===== src/sv/sobel_3x3_vertical_filter_top_macros.svh =====
// assertion macros for the vertical sobel filter
// used by the top level; empty bodies when SYNTHESIS is defined
`ifndef SOBEL_3X3_VERTICAL_FILTER_TOP_MACROS_SVH
`define SOBEL_3X3_VERTICAL_FILTER_TOP_MACROS_SVH
`ifndef SYNTHESIS
`define SOBF_ASSERT_IMPL(lbl, clk, rst, ante, cons, msg) \
   lbl: assert property (@(posedge clk) disable iff (rst) (ante) |-> (cons)) else $error(msg);
`define SOBF_ASSERT_NEXT(lbl, clk, rst, ante, cons, msg) \
   lbl: assert property (@(posedge clk) disable iff (rst) (ante) |=> (cons)) else $error(msg);
`else
`define SOBF_ASSERT_IMPL(lbl, clk, rst, ante, cons, msg)
`define SOBF_ASSERT_NEXT(lbl, clk, rst, ante, cons, msg)
`endif
`endif


===== src/sv/sobf_pkg.sv =====
// shared types, constants and functions of the vertical sobel filter
// no dependencies
`default_nettype none
package sobf_pkg;

   localparam int unsigned DEF_MAX_WIDTH  = 512;
   localparam int unsigned DEF_MAX_HEIGHT = 512;

   localparam int unsigned PIX_W     = 8;
   localparam int unsigned DIM_W     = 10;
   localparam int unsigned LINE_W    = 2 * PIX_W;
   localparam int unsigned CSR_IDX_W = 1;

   localparam logic [PIX_W-1:0] PIX_MAX           = 8'd255;
   localparam logic [DIM_W-1:0] DEF_FRAME_WIDTH  = 10'd512;
   localparam logic [DIM_W-1:0] DEF_FRAME_HEIGHT = 10'd512;

   typedef enum logic [CSR_IDX_W-1:0] {
      REG_FRAME_WIDTH  = 1'b0,
      REG_FRAME_HEIGHT = 1'b1
   } csr_reg_type;

   typedef struct packed {
      logic             v0;
      logic             v1;
      logic [PIX_W-1:0] px0;
      logic [PIX_W-1:0] px1;
      logic             last1;
   } res_load_type;

   function automatic int unsigned eff_dim(input logic [DIM_W-1:0] v, input int unsigned maxv);
      int unsigned res;
      if (v == '0) begin
         res = 1;
      end else if (32'(v) > maxv) begin
         res = maxv;
      end else begin
         res = 32'(v);
      end
      return res;
   endfunction

   function automatic logic [PIX_W-1:0] sobf_grad(
      input logic [PIX_W-1:0] t0, input logic [PIX_W-1:0] t1, input logic [PIX_W-1:0] t2,
      input logic [PIX_W-1:0] b0, input logic [PIX_W-1:0] b1, input logic [PIX_W-1:0] b2);
      logic [PIX_W+1:0] ts;
      logic [PIX_W+1:0] bs;
      logic [PIX_W+2:0] d;
      logic [PIX_W-1:0] res;
      ts = {2'b00, t0} + {1'b0, t1, 1'b0} + {2'b00, t2};
      bs = {2'b00, b0} + {1'b0, b1, 1'b0} + {2'b00, b2};
      d  = {1'b0, bs} - {1'b0, ts};
      if (d[PIX_W+2]) begin
         res = '0;
      end else if (|d[PIX_W+1:PIX_W]) begin
         res = PIX_MAX;
      end else begin
         res = d[PIX_W-1:0];
      end
      return res;
   endfunction

endpackage
`default_nettype wire


===== src/sv/sobf_if.sv =====
// channel interfaces: pixel requests, filtered responses, register writes
// depends on sobf_pkg
`default_nettype none


interface sobf_csr_if;
   import sobf_pkg::*;
   logic                 valid;
   logic                 ready;
   logic [CSR_IDX_W-1:0] index;
   logic [DIM_W-1:0]     data;
   modport source (output valid, output index, output data, input ready);
   modport sink (input valid, input index, input data, output ready);
endinterface
`default_nettype wire


===== src/sv/sobf_csr.sv =====
// frame size registers, held as clamped effective dimensions
// depends on sobf_pkg and sobf_csr_if
`default_nettype none
module sobf_csr #(
   parameter int unsigned MAX_WIDTH  = sobf_pkg::DEF_MAX_WIDTH,
   parameter int unsigned MAX_HEIGHT = sobf_pkg::DEF_MAX_HEIGHT
) (
   input  wire logic                            clock,
   input  wire logic                            reset,
   sobf_csr_if.sink                             csr_bus,
   output logic [$clog2(MAX_WIDTH+1)-1:0]       eff_w,
   output logic [$clog2(MAX_HEIGHT+1)-1:0]      eff_h
);
   import sobf_pkg::*;

   localparam int unsigned WD = $clog2(MAX_WIDTH + 1);
   localparam int unsigned HD = $clog2(MAX_HEIGHT + 1);
   localparam logic [WD-1:0] RST_W = WD'(eff_dim(DEF_FRAME_WIDTH, MAX_WIDTH));
   localparam logic [HD-1:0] RST_H = HD'(eff_dim(DEF_FRAME_HEIGHT, MAX_HEIGHT));

   logic [WD-1:0] eff_w_ff, eff_w_in;
   logic [HD-1:0] eff_h_ff, eff_h_in;

   assign csr_bus.ready = 1'b1;

   always_comb begin
      eff_w_in = eff_w_ff;
      eff_h_in = eff_h_ff;
      if (csr_bus.valid) begin
         case (csr_bus.index)
            REG_FRAME_WIDTH:  eff_w_in = WD'(eff_dim(csr_bus.data, MAX_WIDTH));
            REG_FRAME_HEIGHT: eff_h_in = HD'(eff_dim(csr_bus.data, MAX_HEIGHT));
            default: begin
               eff_w_in = eff_w_ff;
               eff_h_in = eff_h_ff;
            end
         endcase
      end
   end

   always_ff @(posedge clock) begin
      if (reset) begin
         eff_w_ff <= RST_W;
         eff_h_ff <= RST_H;
      end else begin
         eff_w_ff <= eff_w_in;
         eff_h_ff <= eff_h_in;
      end
   end

   assign eff_w = eff_w_ff;
   assign eff_h = eff_h_ff;

endmodule
`default_nettype wire


===== src/flat_wrapper.sv =====
// flat-port wrapper written by rule: the top's interface ports become plain ports
module sobf_csr_flat import sobf_pkg::*;
#(
   parameter int unsigned MAX_WIDTH  = sobf_pkg::DEF_MAX_WIDTH,
   parameter int unsigned MAX_HEIGHT = sobf_pkg::DEF_MAX_HEIGHT
)
  (clock, reset, eff_w, eff_h, csr_bus_valid, csr_bus_index, csr_bus_data, csr_bus_ready);
  sobf_csr_if csr_bus_i ();
  input  wire logic clock;
  input  wire logic reset;
  output logic [$clog2(MAX_WIDTH+1)-1:0] eff_w;
  output logic [$clog2(MAX_HEIGHT+1)-1:0] eff_h;
  input wire logic [$bits(csr_bus_i.valid)-1:0] csr_bus_valid;
  input wire logic [$bits(csr_bus_i.index)-1:0] csr_bus_index;
  input wire logic [$bits(csr_bus_i.data)-1:0] csr_bus_data;
  output wire logic [$bits(csr_bus_i.ready)-1:0] csr_bus_ready;
  assign csr_bus_i.valid = csr_bus_valid;
  assign csr_bus_i.index = csr_bus_index;
  assign csr_bus_i.data = csr_bus_data;
  assign csr_bus_ready = csr_bus_i.ready;
  sobf_csr #(.MAX_WIDTH(MAX_WIDTH), .MAX_HEIGHT(MAX_HEIGHT)) u_core (.clock(clock), .reset(reset), .csr_bus(csr_bus_i), .eff_w(eff_w), .eff_h(eff_h));
endmodule

===== config.mk =====
export PLATFORM = sky130hd
export DESIGN_NAME = sobf_csr_flat
export DESIGN_NICKNAME = d
export VERILOG_FILES = /design/src/sv/sobel_3x3_vertical_filter_top_macros.svh /design/src/sv/sobf_pkg.sv /design/src/sv/sobf_if.sv /design/src/sv/sobf_csr.sv /design/src/flat_wrapper.sv
export SDC_FILE = /design/constraint.sdc
export NUM_CORES = 1
export LEC_CHECK = 0
export BUFFER_PORTS_ARGS = -buffer_cell sky130_fd_sc_hd__buf_2
export CELL_PAD_IN_SITES_DETAIL_PLACEMENT = 1
export CELL_PAD_IN_SITES_GLOBAL_PLACEMENT = 1
export CORE_MARGIN = 1
export CORE_UTILIZATION = 35
export DETAILED_ROUTE_END_ITERATION = 10
export PLACE_DENSITY_LB_ADDON = 0.1
export SLEW_MARGIN = 20
export SYNTH_ARGS = -nofsm -noshare
export SYNTH_HDL_FRONTEND = slang
export SYNTH_SLANG_ARGS = --single-unit

===== constraint.sdc =====
create_clock -name clock -period 1.27 [get_ports clock]
set_input_delay 0 -clock clock [delete_from_list [all_inputs] [get_ports clock]]
set_output_delay 0 -clock clock [all_outputs]
set_load 0.03 [all_outputs]

; ---- Word level (Yosys, flattened, before mapping)
; Cells that the tools add are included.
[classes]
n_lt_le_gt_ge = 1
mux = 2
bitwise_logic = 1
reduce_logical = 3
[op_table]
columns = op, count
row1 = $mux 10, 2
row2 = $gt 10x10->1 const B, 1
row3 = $logic_not 10->1, 1
row4 = $reduce_and 2->1, 2
row5 = $not 1->1, 1
[word_totals]
ff_bits = 20
inputBits = 14
out_inout_bits = 21
elab_cells = 9

; ---- Depth between registers and ports, before layout
; Gate-level depths: netlist (run 1).
[logic_depth]
ltp_word = 3
mapped_depth = 5
depth_no_buf = 3

; ---- Least setup slack after synthesis (run 1)
; No wires, ideal clock.
[synth_timing]
path_kind = reg-to-reg
startpoint = reg u_core.eff_w[2] (netlist name)
endpoint = reg u_core.eff_w_ff[2], in the netlist u_core.eff_w[2]
setup_time_ns = 0.091
t_arrival_ns = 0.806
t_required_ns = 1.179
setup_slack_ns = 0.374
stages_incl_launch_ff = 3
path_buffers = 0
period_less_slack_ns = 0.896
cell_sequence = dfxtp_1 -> mux2i_1 -> a311oi_1
[synth_lines]
columns = element, line
row1 = to (signal assigned), sobf_csr.sv:46  ; eff_w_ff <= eff_w_in;
row2 = to (decl), sobf_csr.sv:21  ; logic [WD-1:0] eff_w_ff, eff_w_in;

; ---- Final worst setup path (run 1)
[layout_timing]
startpoint = in csr_bus_index
endpoint = reg u_core.eff_w_ff[7], in the netlist u_core.eff_w[7]
[layout_between]
elab_chain_cells = 2
[layout_lines]
columns = element, line
row1 = from (decl), flat_wrapper.sv:14  ; input wire logic [$bits(csr_bus_i.index)-1:0] csr_bus_index;
row2 = $not 1->1 (no line), -
row3 = $reduce_and 2->1 (no line), -
; No other way between the ends.
; A chain may end at the register's enable or synchronous reset.

==> flow_summary.rst, run 1 <==
.. list-table::
   :header-rows: 1

   * - Metric
     - Value
   * - Synthesized area per cell
     - between 8 and 9 µm²
   * - Hold WC Path Type
     - in2reg
   * - Unrepaired setup endpoints after global routing
     - false
   * - Setup fix buffers added after clock tree synthesis
     - 0
   * - CP endpoint kind
     - register
   * - Part of the power in the clock network
     - 37.0%
   * - Remaining design rule violation count
     - 0
   * - Net count of the mapped netlist
     - 109
   * - Share of power burned in registers
     - 47.2%
   * - Max rail drop VDD
     - 1.08 mV
   * - Mux contribution to synthesized area
     - 5.89%
   * - Post-Syn Instances
     - 95
   * - Max Cap Viol
     - 0
   * - Slew Limit Fails
     - 0
   * - TritonCTS clock tree
     - yes
   * - Count of distinct cell types in the synthesized netlist
     - 22
   * - CP arrival
     - ~1.4 ns
   * - Total Wirelength
     - 2.20 mm
   * - Area growth from synthesis to final layout
     - 29.9%
   * - Cell total after placement
     - 150
   * - Placed wire-length estimate
     - between 1.5 and 2 mm
   * - GRT Residual Overflow
     - 0
   * - FF/Latch Area
     - 400 µm²
   * - Inserted Clock Buffers
     - 3
   * - Outcome
     - completed
   * - Post-route antenna net violation count
     - 0
   * - Highest net fanout along the worst path
     - 13
   * - Starting density of the core
     - 37.7%
   * - Type of element launching the critical path
     - primary input
   * - # port buffers
     - 33
   * - Internal portion of total power
     - ~1.0 mW
   * - Largest net degree at the start of global routing
     - 19
   * - Chip Height
     - 51.3 µm
   * - Synth Register Bits
     - 20
   * - Share of cells above drive strength 1
     - 35.2%
   * - H-tree depth reported by CTS
     - 1
   * - Highest Clock Rate
     - 873 MHz
   * - WL per Instance
     - 14.1 µm
   * - Number of warnings printed during yosys synthesis
     - 0
   * - Dominant combinational cell family by area after synthesis
     - simple AND/OR/NAND/NOR gates
   * - 1st-pass router iterations
     - 4
   * - Worst skew pair latency
     - 0.31 ns
   * - Area of the die
     - around 0.0026 mm²
   * - Endpoints failing setup
     - 0
   * - Worst hold path stage count
     - 3
   * - Share of the clock period used by the worst path after layout
     - 90.1%
   * - Area taken by multi-input logic gates
     - between 400 and 500 µm²
   * - Standard-cell row count
     - 17
   * - Area of the core region
     - 0.00225 mm²
   * - N_diodes
     - 0
   * - Number of global-route vias before repair
     - 753
   * - Vias per inst
     - 5.12
   * - Net switching share of the total power
     - between 20 and 30%
   * - Simple logic cell fraction of the synthesized area
     - 24.3%
   * - Wire length of the first global-routing pass
     - about 3.5 mm
   * - Clock Tree Root
     - sky130_fd_sc_hd__clkbuf_4
   * - Horizontal die dimension
     - 51.3 µm
   * - Net load switching power
     - roughly 0.36 mW
   * - Complex-gate fraction of the synthesized area
     - 16.8%
   * - Ports
     - 35
   * - Max Root-Sink Buffers
     - 2
   * - Pwr Density
     - roughly 1300 mW/mm²
   * - Critical path required time
     - 1.49 ns
   * - Register-to-Register Path Depth
     - 2
   * - Sequential fraction of the synthesis area
     - 47.1%
   * - Final-stage net count
     - 143
   * - Number of sinks handled by clock tree synthesis
     - 20
   * - DRT iter0 DRCs
     - 9
   * - Final-layout setup total negative slack
     - 0 ns
   * - Finished Layout Cells
     - about 160
   * - Total track usage
     - ~18%
   * - Crit Path Class
     - in2reg
   * - Layout fillers
     - about 290
   * - Final standard cell area without fillers
     - 0.00110 mm²
   * - Post-synthesis instance area
     - roughly 850 µm²
   * - Hold violation total from the final report
     - 0
   * - Clk_skew
     - 0 ns
   * - XOR/XNOR share of the synthesized area
     - 0%
   * - Leakage dissipation
     - 0.467 nW
   * - Post-placement cell area
     - approximately 0.0010 mm²
   * - Clock transition time at the flip-flop clock pins of the worst setup and hold paths
     - between 0.1 and 0.15 ns
   * - Adder and majority gate portion of the synthesized area
     - 0%
   * - Number of vias in the routed layout
     - roughly 800
   * - Final weighted congestion of routability-driven global placement
     - around 0.69
   * - Proportion of power drawn by combinational gates
     - between 15 and 20%
   * - Antenna violations before repair
     - 0
   * - Fin crit period
     - 1.14 ns
[path summary, 6_finish.rpt]
check	to	start	slack [ns]
worst max-delay path	u_core.eff_w[7]$_SDFFE_PP0P_	csr_bus_index	0.13
worst min-delay path	u_core.eff_h[0]$_SDFFE_PP0P_	csr_bus_data[0]	0.01
worst max register to register	u_core.eff_h[2]$_SDFFE_PP0P_	u_core.eff_h[2]$_SDFFE_PP0P_	0.52
worst min register to register	u_core.eff_w[9]$_SDFFE_PP1P_	u_core.eff_w[9]$_SDFFE_PP1P_	0.46
[power groups by stage]
stage                     logic [mW]  registers, mW  clock network (mW)
after floorplan               0.0924          0.729                   0
after global placement         0.208          0.677                   0
after detailed placement       0.212          0.679                   0
after CTS                      0.221          0.664               0.537
after global routing           0.241          0.667               0.549
final                          0.222          0.664               0.521
[cell usage in the layout, fill, tap and decap left out, types with 2 or more instances in the layout]
master / instances
sky130_fd_sc_hd__buf_2: 33
sky130_fd_sc_hd__nand2_1: 24
sky130_fd_sc_hd__dfxtp_1: 20
sky130_fd_sc_hd__a21oi_1: 12
sky130_fd_sc_hd__nor2b_1: 6
sky130_fd_sc_hd__mux2i_1: 5
sky130_fd_sc_hd__nor2_1: 4
sky130_fd_sc_hd__a311oi_1: 3
sky130_fd_sc_hd__clkbuf_4: 3
sky130_fd_sc_hd__a311oi_2: 2
sky130_fd_sc_hd__a21o_1: 2
sky130_fd_sc_hd__dlygate4sd3_1: 2
[through the flow]
stage | util, % | power [mW] | hold WS [ns] | worst slack [ns]
detailed placement | 44.8 | 0.891 | 0.316 | 0.254
global route | 48.9 | 1.46 | 0.0360 | 0.0456
CTS | 48.5 | 1.42 | 0.00475 | 0.0259
global placement | 44.8 | 0.885 | 0.311 | 0.278
floorplan | - | 0.822 | 0.156 | 0.374
finish | 48.9 | 1.41 | 0.0146 | 0.125
[area by class of cell]
cell class	instances	share of cell area [%]
clock inverters	1	2.72
multi-input cells	68	38.3
repair buffers	36	17.5
well taps	28	3.17
flip-flops and latches	20	36.3
clock buffers	3	2.04
[cell families after synthesis]
| group | Yosys count |
|---|---|
| other | 1 |
| muxes | 5 |
| DFF | 20 |
| AOI/OAI and AO/OA | 22 |
| and+or+nand+nor | 40 |
| buffers and inverters | 7 |
[repair_timing]
item,in CTS,in global routing
setup endpoints to repair,0,6
hold buffers,3,0
endpoints found under the hold margin,2,0
gates resized for setup,0,4
[metal layers]
layer	vias to the layer above	routed length, µm	track usage, %
met2	27	1100	32.0
met1	381	949	21.3
li1	386	-	-
met4	0	43	9.46
met5	-	0	0
met3	5	107	3.87
[critical path, cell delays in order]
cell	delay (ns)
sky130_fd_sc_hd__dlygate4sd3_1	0.53
sky130_fd_sc_hd__buf_2	0.15
sky130_fd_sc_hd__nor2b_1	0.11
sky130_fd_sc_hd__buf_4	0.22
sky130_fd_sc_hd__mux2i_1	0.11
sky130_fd_sc_hd__a311oi_1	0.24
[state kept, by name, indices dropped and copies added (netlist names)]
| name | cells |
|---|---|
| u_core.eff_w | 10 |
| u_core.eff_h | 10 |
[Yosys cell counts, drive strengths merged]
library cell   n  area, µm²
nand2         24       90.1
nor4           1       21.3
buf            4       35.0
o21ai          1       5.00
nand3b         1       7.51
a311oi         5       43.8
mux2i          5       50.1
and2           1       6.26
dfxtp         20        400
a21oi         12       60.1
conb           1       3.75
clkbuf         3       11.3
nor2           4       15.0
nor2b          6       37.5
a211oi         1       12.5
a21o           2       15.0
nor3           1       5.00
a31oi          1       6.26
nand3          1       17.5
nand2b         1       6.26
Note: power is estimated with default switching activity, not from simulation.
==> run 2, diff against run 1 <==
--- a/config.mk
+++ b/config.mk
@@ -9,7 +9,7 @@
 export CELL_PAD_IN_SITES_DETAIL_PLACEMENT = 1
 export CELL_PAD_IN_SITES_GLOBAL_PLACEMENT = 1
 export CORE_MARGIN = 1
-export CORE_UTILIZATION = 35
+export CORE_UTILIZATION = 33
 export DETAILED_ROUTE_END_ITERATION = 10
 export PLACE_DENSITY_LB_ADDON = 0.1
 export SLEW_MARGIN = 20
==> constraint.sdc (replaced) <==
create_clock -name clock -period 1.2 [get_ports clock]
set_input_delay 0 -clock clock [delete_from_list [all_inputs] [get_ports clock]]
set_output_delay 0 -clock clock [all_outputs]
set_load 0.03 [all_outputs]
==> flow_summary.rst, run 2 (synthesis gave the netlist of run 1 again) <==
.. list-table::
   :header-rows: 1

   * - Metric
     - Value
   * - Finished Layout Cells
     - approximately 160
   * - GRT Residual Overflow
     - 0
   * - Type of element launching the critical path
     - primary input
   * - Final weighted congestion of routability-driven global placement
     - 0.702
   * - Critical path required time
     - ~1.4 ns
   * - Area growth from synthesis to final layout
     - 26.8%
   * - Cell total after placement
     - 153
   * - Largest net degree at the start of global routing
     - 14
   * - Ports
     - 35
   * - Final-stage net count
     - 144
   * - Hold WC Path Type
     - in2reg
   * - Endpoints failing setup
     - 0
   * - Clock transition time at the flip-flop clock pins of the worst setup and hold paths
     - 0.11 ns
   * - Reg-to-Reg Start
     - u_core.eff_h[3]$_SDFFE_PP0P_
   * - CP endpoint kind
     - register
   * - Highest Clock Rate
     - 941 MHz
   * - Remaining design rule violation count
     - 0
   * - Critical R2R Capture
     - u_core.eff_h[3]$_SDFFE_PP0P_
   * - Standard-cell row count
     - 18
   * - Max Root-Sink Buffers
     - 2
   * - Hold violation total from the final report
     - 0
   * - Horizontal die dimension
     - ~53 µm
   * - Most common library cell in the layout ignoring fill and taps
     - sky130_fd_sc_hd__buf_2
   * - # port buffers
     - 33
   * - Inserted Clock Buffers
     - 3
   * - Max rail drop VDD
     - 0.708 mV
   * - Crit Path Class
     - in2reg
   * - Area of the core region
     - 0.00245 mm²
   * - Number of sinks handled by clock tree synthesis
     - 20
   * - Placed wire-length estimate
     - 1.58 mm
   * - Vias per inst
     - 4.92
   * - Worst hold path stage count
     - 3
   * - Number of vias in the routed layout
     - 783
   * - Area of the die
     - 0.00278 mm²
   * - Register-to-Register Path Depth
     - 2
   * - Highest net fanout along the worst path
     - 7
   * - Clk_skew
     - 0 ns
   * - Share of cells above drive strength 1
     - 32.6%
   * - Total Wirelength
     - 2.11 mm
   * - Share of the core filled with cells
     - 43.9%
   * - Slew Limit Fails
     - 0
   * - Origin of the worst min-delay path
     - csr_bus_index
   * - Pwr Density
     - around 1200 mW/mm²
   * - Most used cells in the layout excluding fill and tap cells
     - sky130_fd_sc_hd__buf_2, sky130_fd_sc_hd__nand2_1, sky130_fd_sc_hd__dfxtp_1, sky130_fd_sc_hd__a21oi_1, sky130_fd_sc_hd__nor2b_1
   * - Leakage dissipation
     - 0.462 nW
   * - H-tree depth reported by CTS
     - 1
   * - Worst setup slack after layout
     - about 0.14 ns
   * - Wire length of the first global-routing pass
     - 3.44 mm
   * - Post-route antenna net violation count
     - 0
   * - Number of global-route vias before repair
     - 741
   * - WL per Instance
     - 13.3 µm
   * - 1st-pass router iterations
     - 2
   * - Max Cap Viol
     - 0
   * - CP arrival
     - 1.27 ns
   * - Total track usage
     - 17.2%
   * - Layout fillers
     - 320
   * - DRT iter0 DRCs
     - 2
   * - Starting density of the core
     - 34.6%
   * - Final-layout setup total negative slack
     - 0 ns
   * - Worst skew pair latency
     - 0.29 ns
   * - Clock Tree Root
     - sky130_fd_sc_hd__clkbuf_4
   * - Final standard cell area without fillers
     - 0.00108 mm²
   * - N_diodes
     - 0
   * - Area taken by multi-input logic gates
     - 403 µm²
   * - Fin crit period
     - roughly 1.1 ns
   * - Share of the clock period used by the worst path after layout
     - between 80 and 90%
   * - Worst slack at placement
     - between 0.15 and 0.2 ns
   * - Post-placement cell area
     - 0.00102 mm²
   * - Unrepaired setup endpoints after global routing
     - false
   * - Setup slack of the most critical reg-to-reg path
     - approximately 0.41 ns
   * - Outcome
     - completed
   * - Min-Delay Endpoint
     - u_core.eff_h[9]$_SDFFE_PP1P_
   * - TritonCTS clock tree
     - yes
   * - FF/Latch Area
     - 400 µm²
   * - Chip Height
     - 52.7 µm
   * - Antenna violations before repair
     - 0
[run 2: cell types whose count changed in the layout (fill, tap and decap cells not counted)]
cell                        before  now
sky130_fd_sc_hd__and2_2          1    0
sky130_fd_sc_hd__buf_4           1    2
sky130_fd_sc_hd__a31oi_2         1    0
sky130_fd_sc_hd__and2_1          0    1
sky130_fd_sc_hd__a311oi_1        3    5
sky130_fd_sc_hd__clkbuf_8        0    1
sky130_fd_sc_hd__bufinv_16       1    0
sky130_fd_sc_hd__a31oi_1         0    1
sky130_fd_sc_hd__a311oi_2        2    0
[run 2: layout make-up]
type | instances | share of cell area, %
clock buffer | 4 | 3.37
multi-input combinational | 68 | 37.4
sequential | 20 | 37.2
tap | 30 | 3.48
timing repair buffer | 37 | 18.6
[run 2: layer usage]
metal / vias up / track usage (%) / share of wire, %
met4: 0 / 7.89 / 0.62
met1: 371 / 21.9 / 48
met5: - / 0 / 0
met2: 20 / 28.1 / 46
met3: 2 / 2.90 / 5.2
li1: 390 / - / -
[run 2: report_power, final]
group / leakage [nW] / switching, mW / internal (mW)
clock network: 0.0210 / 0.204 / 0.185
registers: 0.163 / 0.0126 / 0.691
logic: 0.277 / 0.151 / 0.0774
total: 0.462 / 0.368 / 0.953
[run 2: worst max-delay path: stages]
cell,delay (ns)
sky130_fd_sc_hd__dlygate4sd3_1,0.53
sky130_fd_sc_hd__buf_2,0.14
sky130_fd_sc_hd__nor2_1,0.16
sky130_fd_sc_hd__nand3_4,0.14
sky130_fd_sc_hd__a311oi_1,0.30
[run 2: through the flow]
stage / total power, mW / hold WS (ns)
2_1_floorplan: 0.870 / 0.156
3_3_place_gp: 0.941 / 0.306
3_5_place_dp: 0.944 / 0.318
4_1_cts: 1.34 / 0.00393
5_1_grt: 1.39 / 0.0141
6_report: 1.32 / 0.0120
[run 2: timing repair]
item | 4_1_cts | 5_1_grt
hold buffers | 2 | 0
endpoints found under the hold margin | 2 | 0
setup endpoints to repair | 0 | 0
setup buffers | 0 | 0
gates resized for setup | 0 | 0
[run 2: worst max path at each step]
stage / startpoint / endpoint / cells after the start / slack (ns)
5_1_grt: csr_bus_data[0] / u_core.eff_h[3]$_SDFFE_PP0P_ / 5 / 0.03
6_report: csr_bus_data[0] / u_core.eff_h[3]$_SDFFE_PP0P_ / 5 / 0.14
3_5_place_dp: csr_bus_data[7] / u_core.eff_w[7]$_SDFFE_PP0P_ / 4 / 0.20
4_1_cts: csr_bus_data[0] / u_core.eff_h[3]$_SDFFE_PP0P_ / 5 / 0.15
2_1_floorplan: u_core.eff_w[2]$_SDFFE_PP0P_ / u_core.eff_w[2]$_SDFFE_PP0P_ / 2 / 0.30
3_3_place_gp: csr_bus_data[7] / u_core.eff_h[3]$_SDFFE_PP0P_ / 4 / 0.21
==> run 3, diff against run 2 <==
--- a/config.mk
+++ b/config.mk
@@ -6,12 +6,12 @@
 export NUM_CORES = 1
 export LEC_CHECK = 0
 export BUFFER_PORTS_ARGS = -buffer_cell sky130_fd_sc_hd__buf_2
-export CELL_PAD_IN_SITES_DETAIL_PLACEMENT = 1
-export CELL_PAD_IN_SITES_GLOBAL_PLACEMENT = 1
+export CORE_ASPECT_RATIO = 1.2
 export CORE_MARGIN = 1
-export CORE_UTILIZATION = 33
+export CORE_UTILIZATION = 38
 export DETAILED_ROUTE_END_ITERATION = 10
-export PLACE_DENSITY_LB_ADDON = 0.1
+export PLACE_DENSITY = 0.66
+export REMOVE_ABC_BUFFERS = 1
 export SLEW_MARGIN = 20
 export SYNTH_ARGS = -nofsm -noshare
 export SYNTH_HDL_FRONTEND = slang
==> flow_summary.rst, run 3 (synthesis gave the netlist of run 1 again) <==
.. list-table::
   :header-rows: 1

   * - Metric
     - Value
   * - Chip Height
     - 53.8 µm
   * - Critical path required time
     - 1.44 ns
   * - Net switching share of the total power
     - 27.9%
   * - Leakage dissipation
     - approximately 0.46 nW
   * - Type of element launching the critical path
     - primary input
   * - Slew Limit Fails
     - 0
   * - Critical R2R Capture
     - u_core.eff_h[2]$_SDFFE_PP0P_
   * - Placed wire-length estimate
     - 1.37 mm
   * - Crit Path Class
     - in2reg
   * - CP max-delay cell
     - sky130_fd_sc_hd__dlygate4sd3_1
   * - Unrepaired setup endpoints after global routing
     - false
   * - Share of power burned in registers
     - 53.2%
   * - Min-Delay Endpoint
     - u_core.eff_h[0]$_SDFFE_PP0P_
   * - Worst-case hold slack
     - ~0.012 ns
   * - Setup slack of the most critical reg-to-reg path
     - roughly 0.42 ns
   * - Post-route antenna net violation count
     - 0
   * - Starting density of the core
     - about two fifths
   * - Worst hold path stage count
     - 3
   * - Part of the power in the clock network
     - 29.5%
   * - DRT iter0 DRCs
     - 17
   * - Remaining design rule violation count
     - 0
   * - Cell total after placement
     - 152
   * - Number of vias in the routed layout
     - 800
   * - Max Cap Viol
     - 0
   * - Net load switching power
     - 0.369 mW
   * - Inserted Clock Buffers
     - 3
   * - Delay of the slowest cell on the worst path
     - 0.58 ns
   * - # port buffers
     - 33
   * - Total power
     - 1.32 mW
   * - Area of the core region
     - 0.00209 mm²
   * - Area growth from synthesis to final layout
     - 27.1%
   * - Hold WC Path Type
     - in2reg
   * - Most used cells in the layout excluding fill and tap cells
     - sky130_fd_sc_hd__buf_2, sky130_fd_sc_hd__nand2_1, sky130_fd_sc_hd__dfxtp_1, sky130_fd_sc_hd__a21oi_1, sky130_fd_sc_hd__nor2b_1
   * - Wire length of the first global-routing pass
     - 3.31 mm
   * - Fin crit period
     - 0.926 ns
   * - Total track usage
     - a little under a fifth
   * - Antenna violations before repair
     - 0
   * - Standard-cell row count
     - 18
   * - TritonCTS clock tree
     - yes
   * - Clock Tree Root
     - sky130_fd_sc_hd__clkbuf_4
   * - Final-layout setup total negative slack
     - 0 ns
   * - Highest Clock Rate
     - 1080 MHz
   * - Hold violation total from the final report
     - 0
   * - Register-to-Register Path Depth
     - 2
   * - Most common library cell in the layout ignoring fill and taps
     - sky130_fd_sc_hd__buf_2
   * - H-tree depth reported by CTS
     - 1
   * - Worst path bufs/invs
     - 2
   * - Share of the clock period used by the worst path after layout
     - 77.1%
   * - GRT Residual Overflow
     - 0
   * - Reg-to-Reg Start
     - u_core.eff_h[2]$_SDFFE_PP0P_
   * - 1st-pass router iterations
     - 4
   * - Horizontal die dimension
     - 45.2 µm
   * - Cell type group with the largest total delay on the critical path
     - buffers and inverters
   * - Area of the die
     - 0.00243 mm²
   * - Highest net fanout along the worst path
     - 5
   * - CP arrival
     - 1.17 ns
   * - Final weighted congestion of routability-driven global placement
     - 0.800
   * - Internal portion of total power
     - roughly 0.95 mW
   * - Total Wirelength
     - 1.98 mm
   * - WL per Instance
     - 12.5 µm
   * - Total of cells resized after clock tree synthesis
     - 0
   * - Share of cells above drive strength 1
     - between 30% and 40%
   * - Max rail drop VDD
     - between 0.6 and 0.7 mV
   * - Clock transition time at the flip-flop clock pins of the worst setup and hold paths
     - 0.12 ns
   * - Origin of the worst min-delay path
     - csr_bus_data[0]
   * - Final-stage net count
     - 144
   * - N_diodes
     - 0
   * - Number of sinks handled by clock tree synthesis
     - 20
   * - Vias per inst
     - 5.03
   * - CP endpoint kind
     - register
   * - Outcome
     - completed
   * - Cell breakdown of the critical path
     - buf_2, dlygate4sd3_1, a31oi_1, o21ai_0, a21oi_1
   * - Finished Layout Cells
     - 159
   * - Largest net degree at the start of global routing
     - 19
   * - Ports
     - 35
   * - Endpoints failing setup
     - 0
   * - Clk_skew
     - 0 ns
   * - Worst skew pair latency
     - ~0.30 ns
   * - Max Root-Sink Buffers
     - 2
   * - Number of global-route vias before repair
     - about 780
   * - Pwr Density
     - between 1000 and 1500 mW/mm²
   * - Proportion of power drawn by combinational gates
     - between 10% and 20%
==> run 3: cell types whose count changed in the layout (fill, tap and decap cells not counted) <==
cell / previous run / this run
sky130_fd_sc_hd__buf_4: 2 / 1
sky130_fd_sc_hd__dlygate4sd3_1: 2 / 3
==> run 3: power by group through the flow <==
stage,Combinational (mW),Sequential (mW),Clock (mW)
6_report,0.228,0.704,0.391
3_3_place_gp,0.217,0.718,0
3_5_place_dp,0.219,0.718,0
4_1_cts,0.227,0.703,0.402
5_1_grt,0.251,0.707,0.413
2_1_floorplan,0.0750,0.772,0
==> run 3: worst register-to-register path, delay by kind of cell (launching register included) <==
kind           cells  cell delay [ns]
AO/OA/AOI/OAI      1             0.27
flip-flops         1             0.35
multiplexers       1             0.07
==> run 3: layout make-up <==
| class | count | area (µm²) |
|---|---|---|
| Tap cell | 30 | 37.5 |
| Sequential cell | 20 | 400 |
| Clock buffer | 4 | 36.3 |
| Fill cell | 241 | 1010 |
| Multi-Input combinational cell | 68 | 403 |
| Timing Repair Buffer | 37 | 203 |
==> run 3: metrics by stage <==
step | util [%] | worst slack [ns] | cell area, µm²
6_report | 51.6 | 0.274 | 1080
5_1_grt | 51.6 | 0.102 | 1080
4_1_cts | 51.6 | 0.330 | 1080
3_5_place_dp | 48.4 | 0.174 | 1010
3_3_place_gp | 48.4 | 0.195 | 1010
2_1_floorplan | - | 0.163 | 803
==> run 3: what timing repair did <==
item / in CTS / in global routing
setup buffers: 0 / 0
endpoints found under the hold margin: 2 / 0
hold buffers: 3 / 0
==> run 3: how the worst max path moves through the flow <==
stage                                  from                            to  slack [ns]  cells past startpoint
2_1_floorplan                 csr_bus_valid  u_core.eff_w[2]$_SDFFE_PP0P_        0.16                      3
3_3_place_gp                csr_bus_data[7]  u_core.eff_w[7]$_SDFFE_PP0P_        0.20                      4
3_5_place_dp                csr_bus_data[7]  u_core.eff_w[7]$_SDFFE_PP0P_        0.17                      4
4_1_cts        u_core.eff_h[2]$_SDFFE_PP0P_                      eff_h[2]        0.33                      1
5_1_grt                       csr_bus_valid  u_core.eff_h[0]$_SDFFE_PP0P_        0.10                      5
6_report                      csr_bus_valid  u_core.eff_h[0]$_SDFFE_PP0P_        0.27                      5
==> run 3: routing by layer <==
metal	vias to the layer above	global-route usage (%)	wire length, µm	share of wire, %
met2	28	33.3	985	50
met5	-	0	0	0
met1	379	22.5	885	45
met4	0	7.58	8	0.40
met3	2	3.36	104	5.2
li1	391	-	-	-
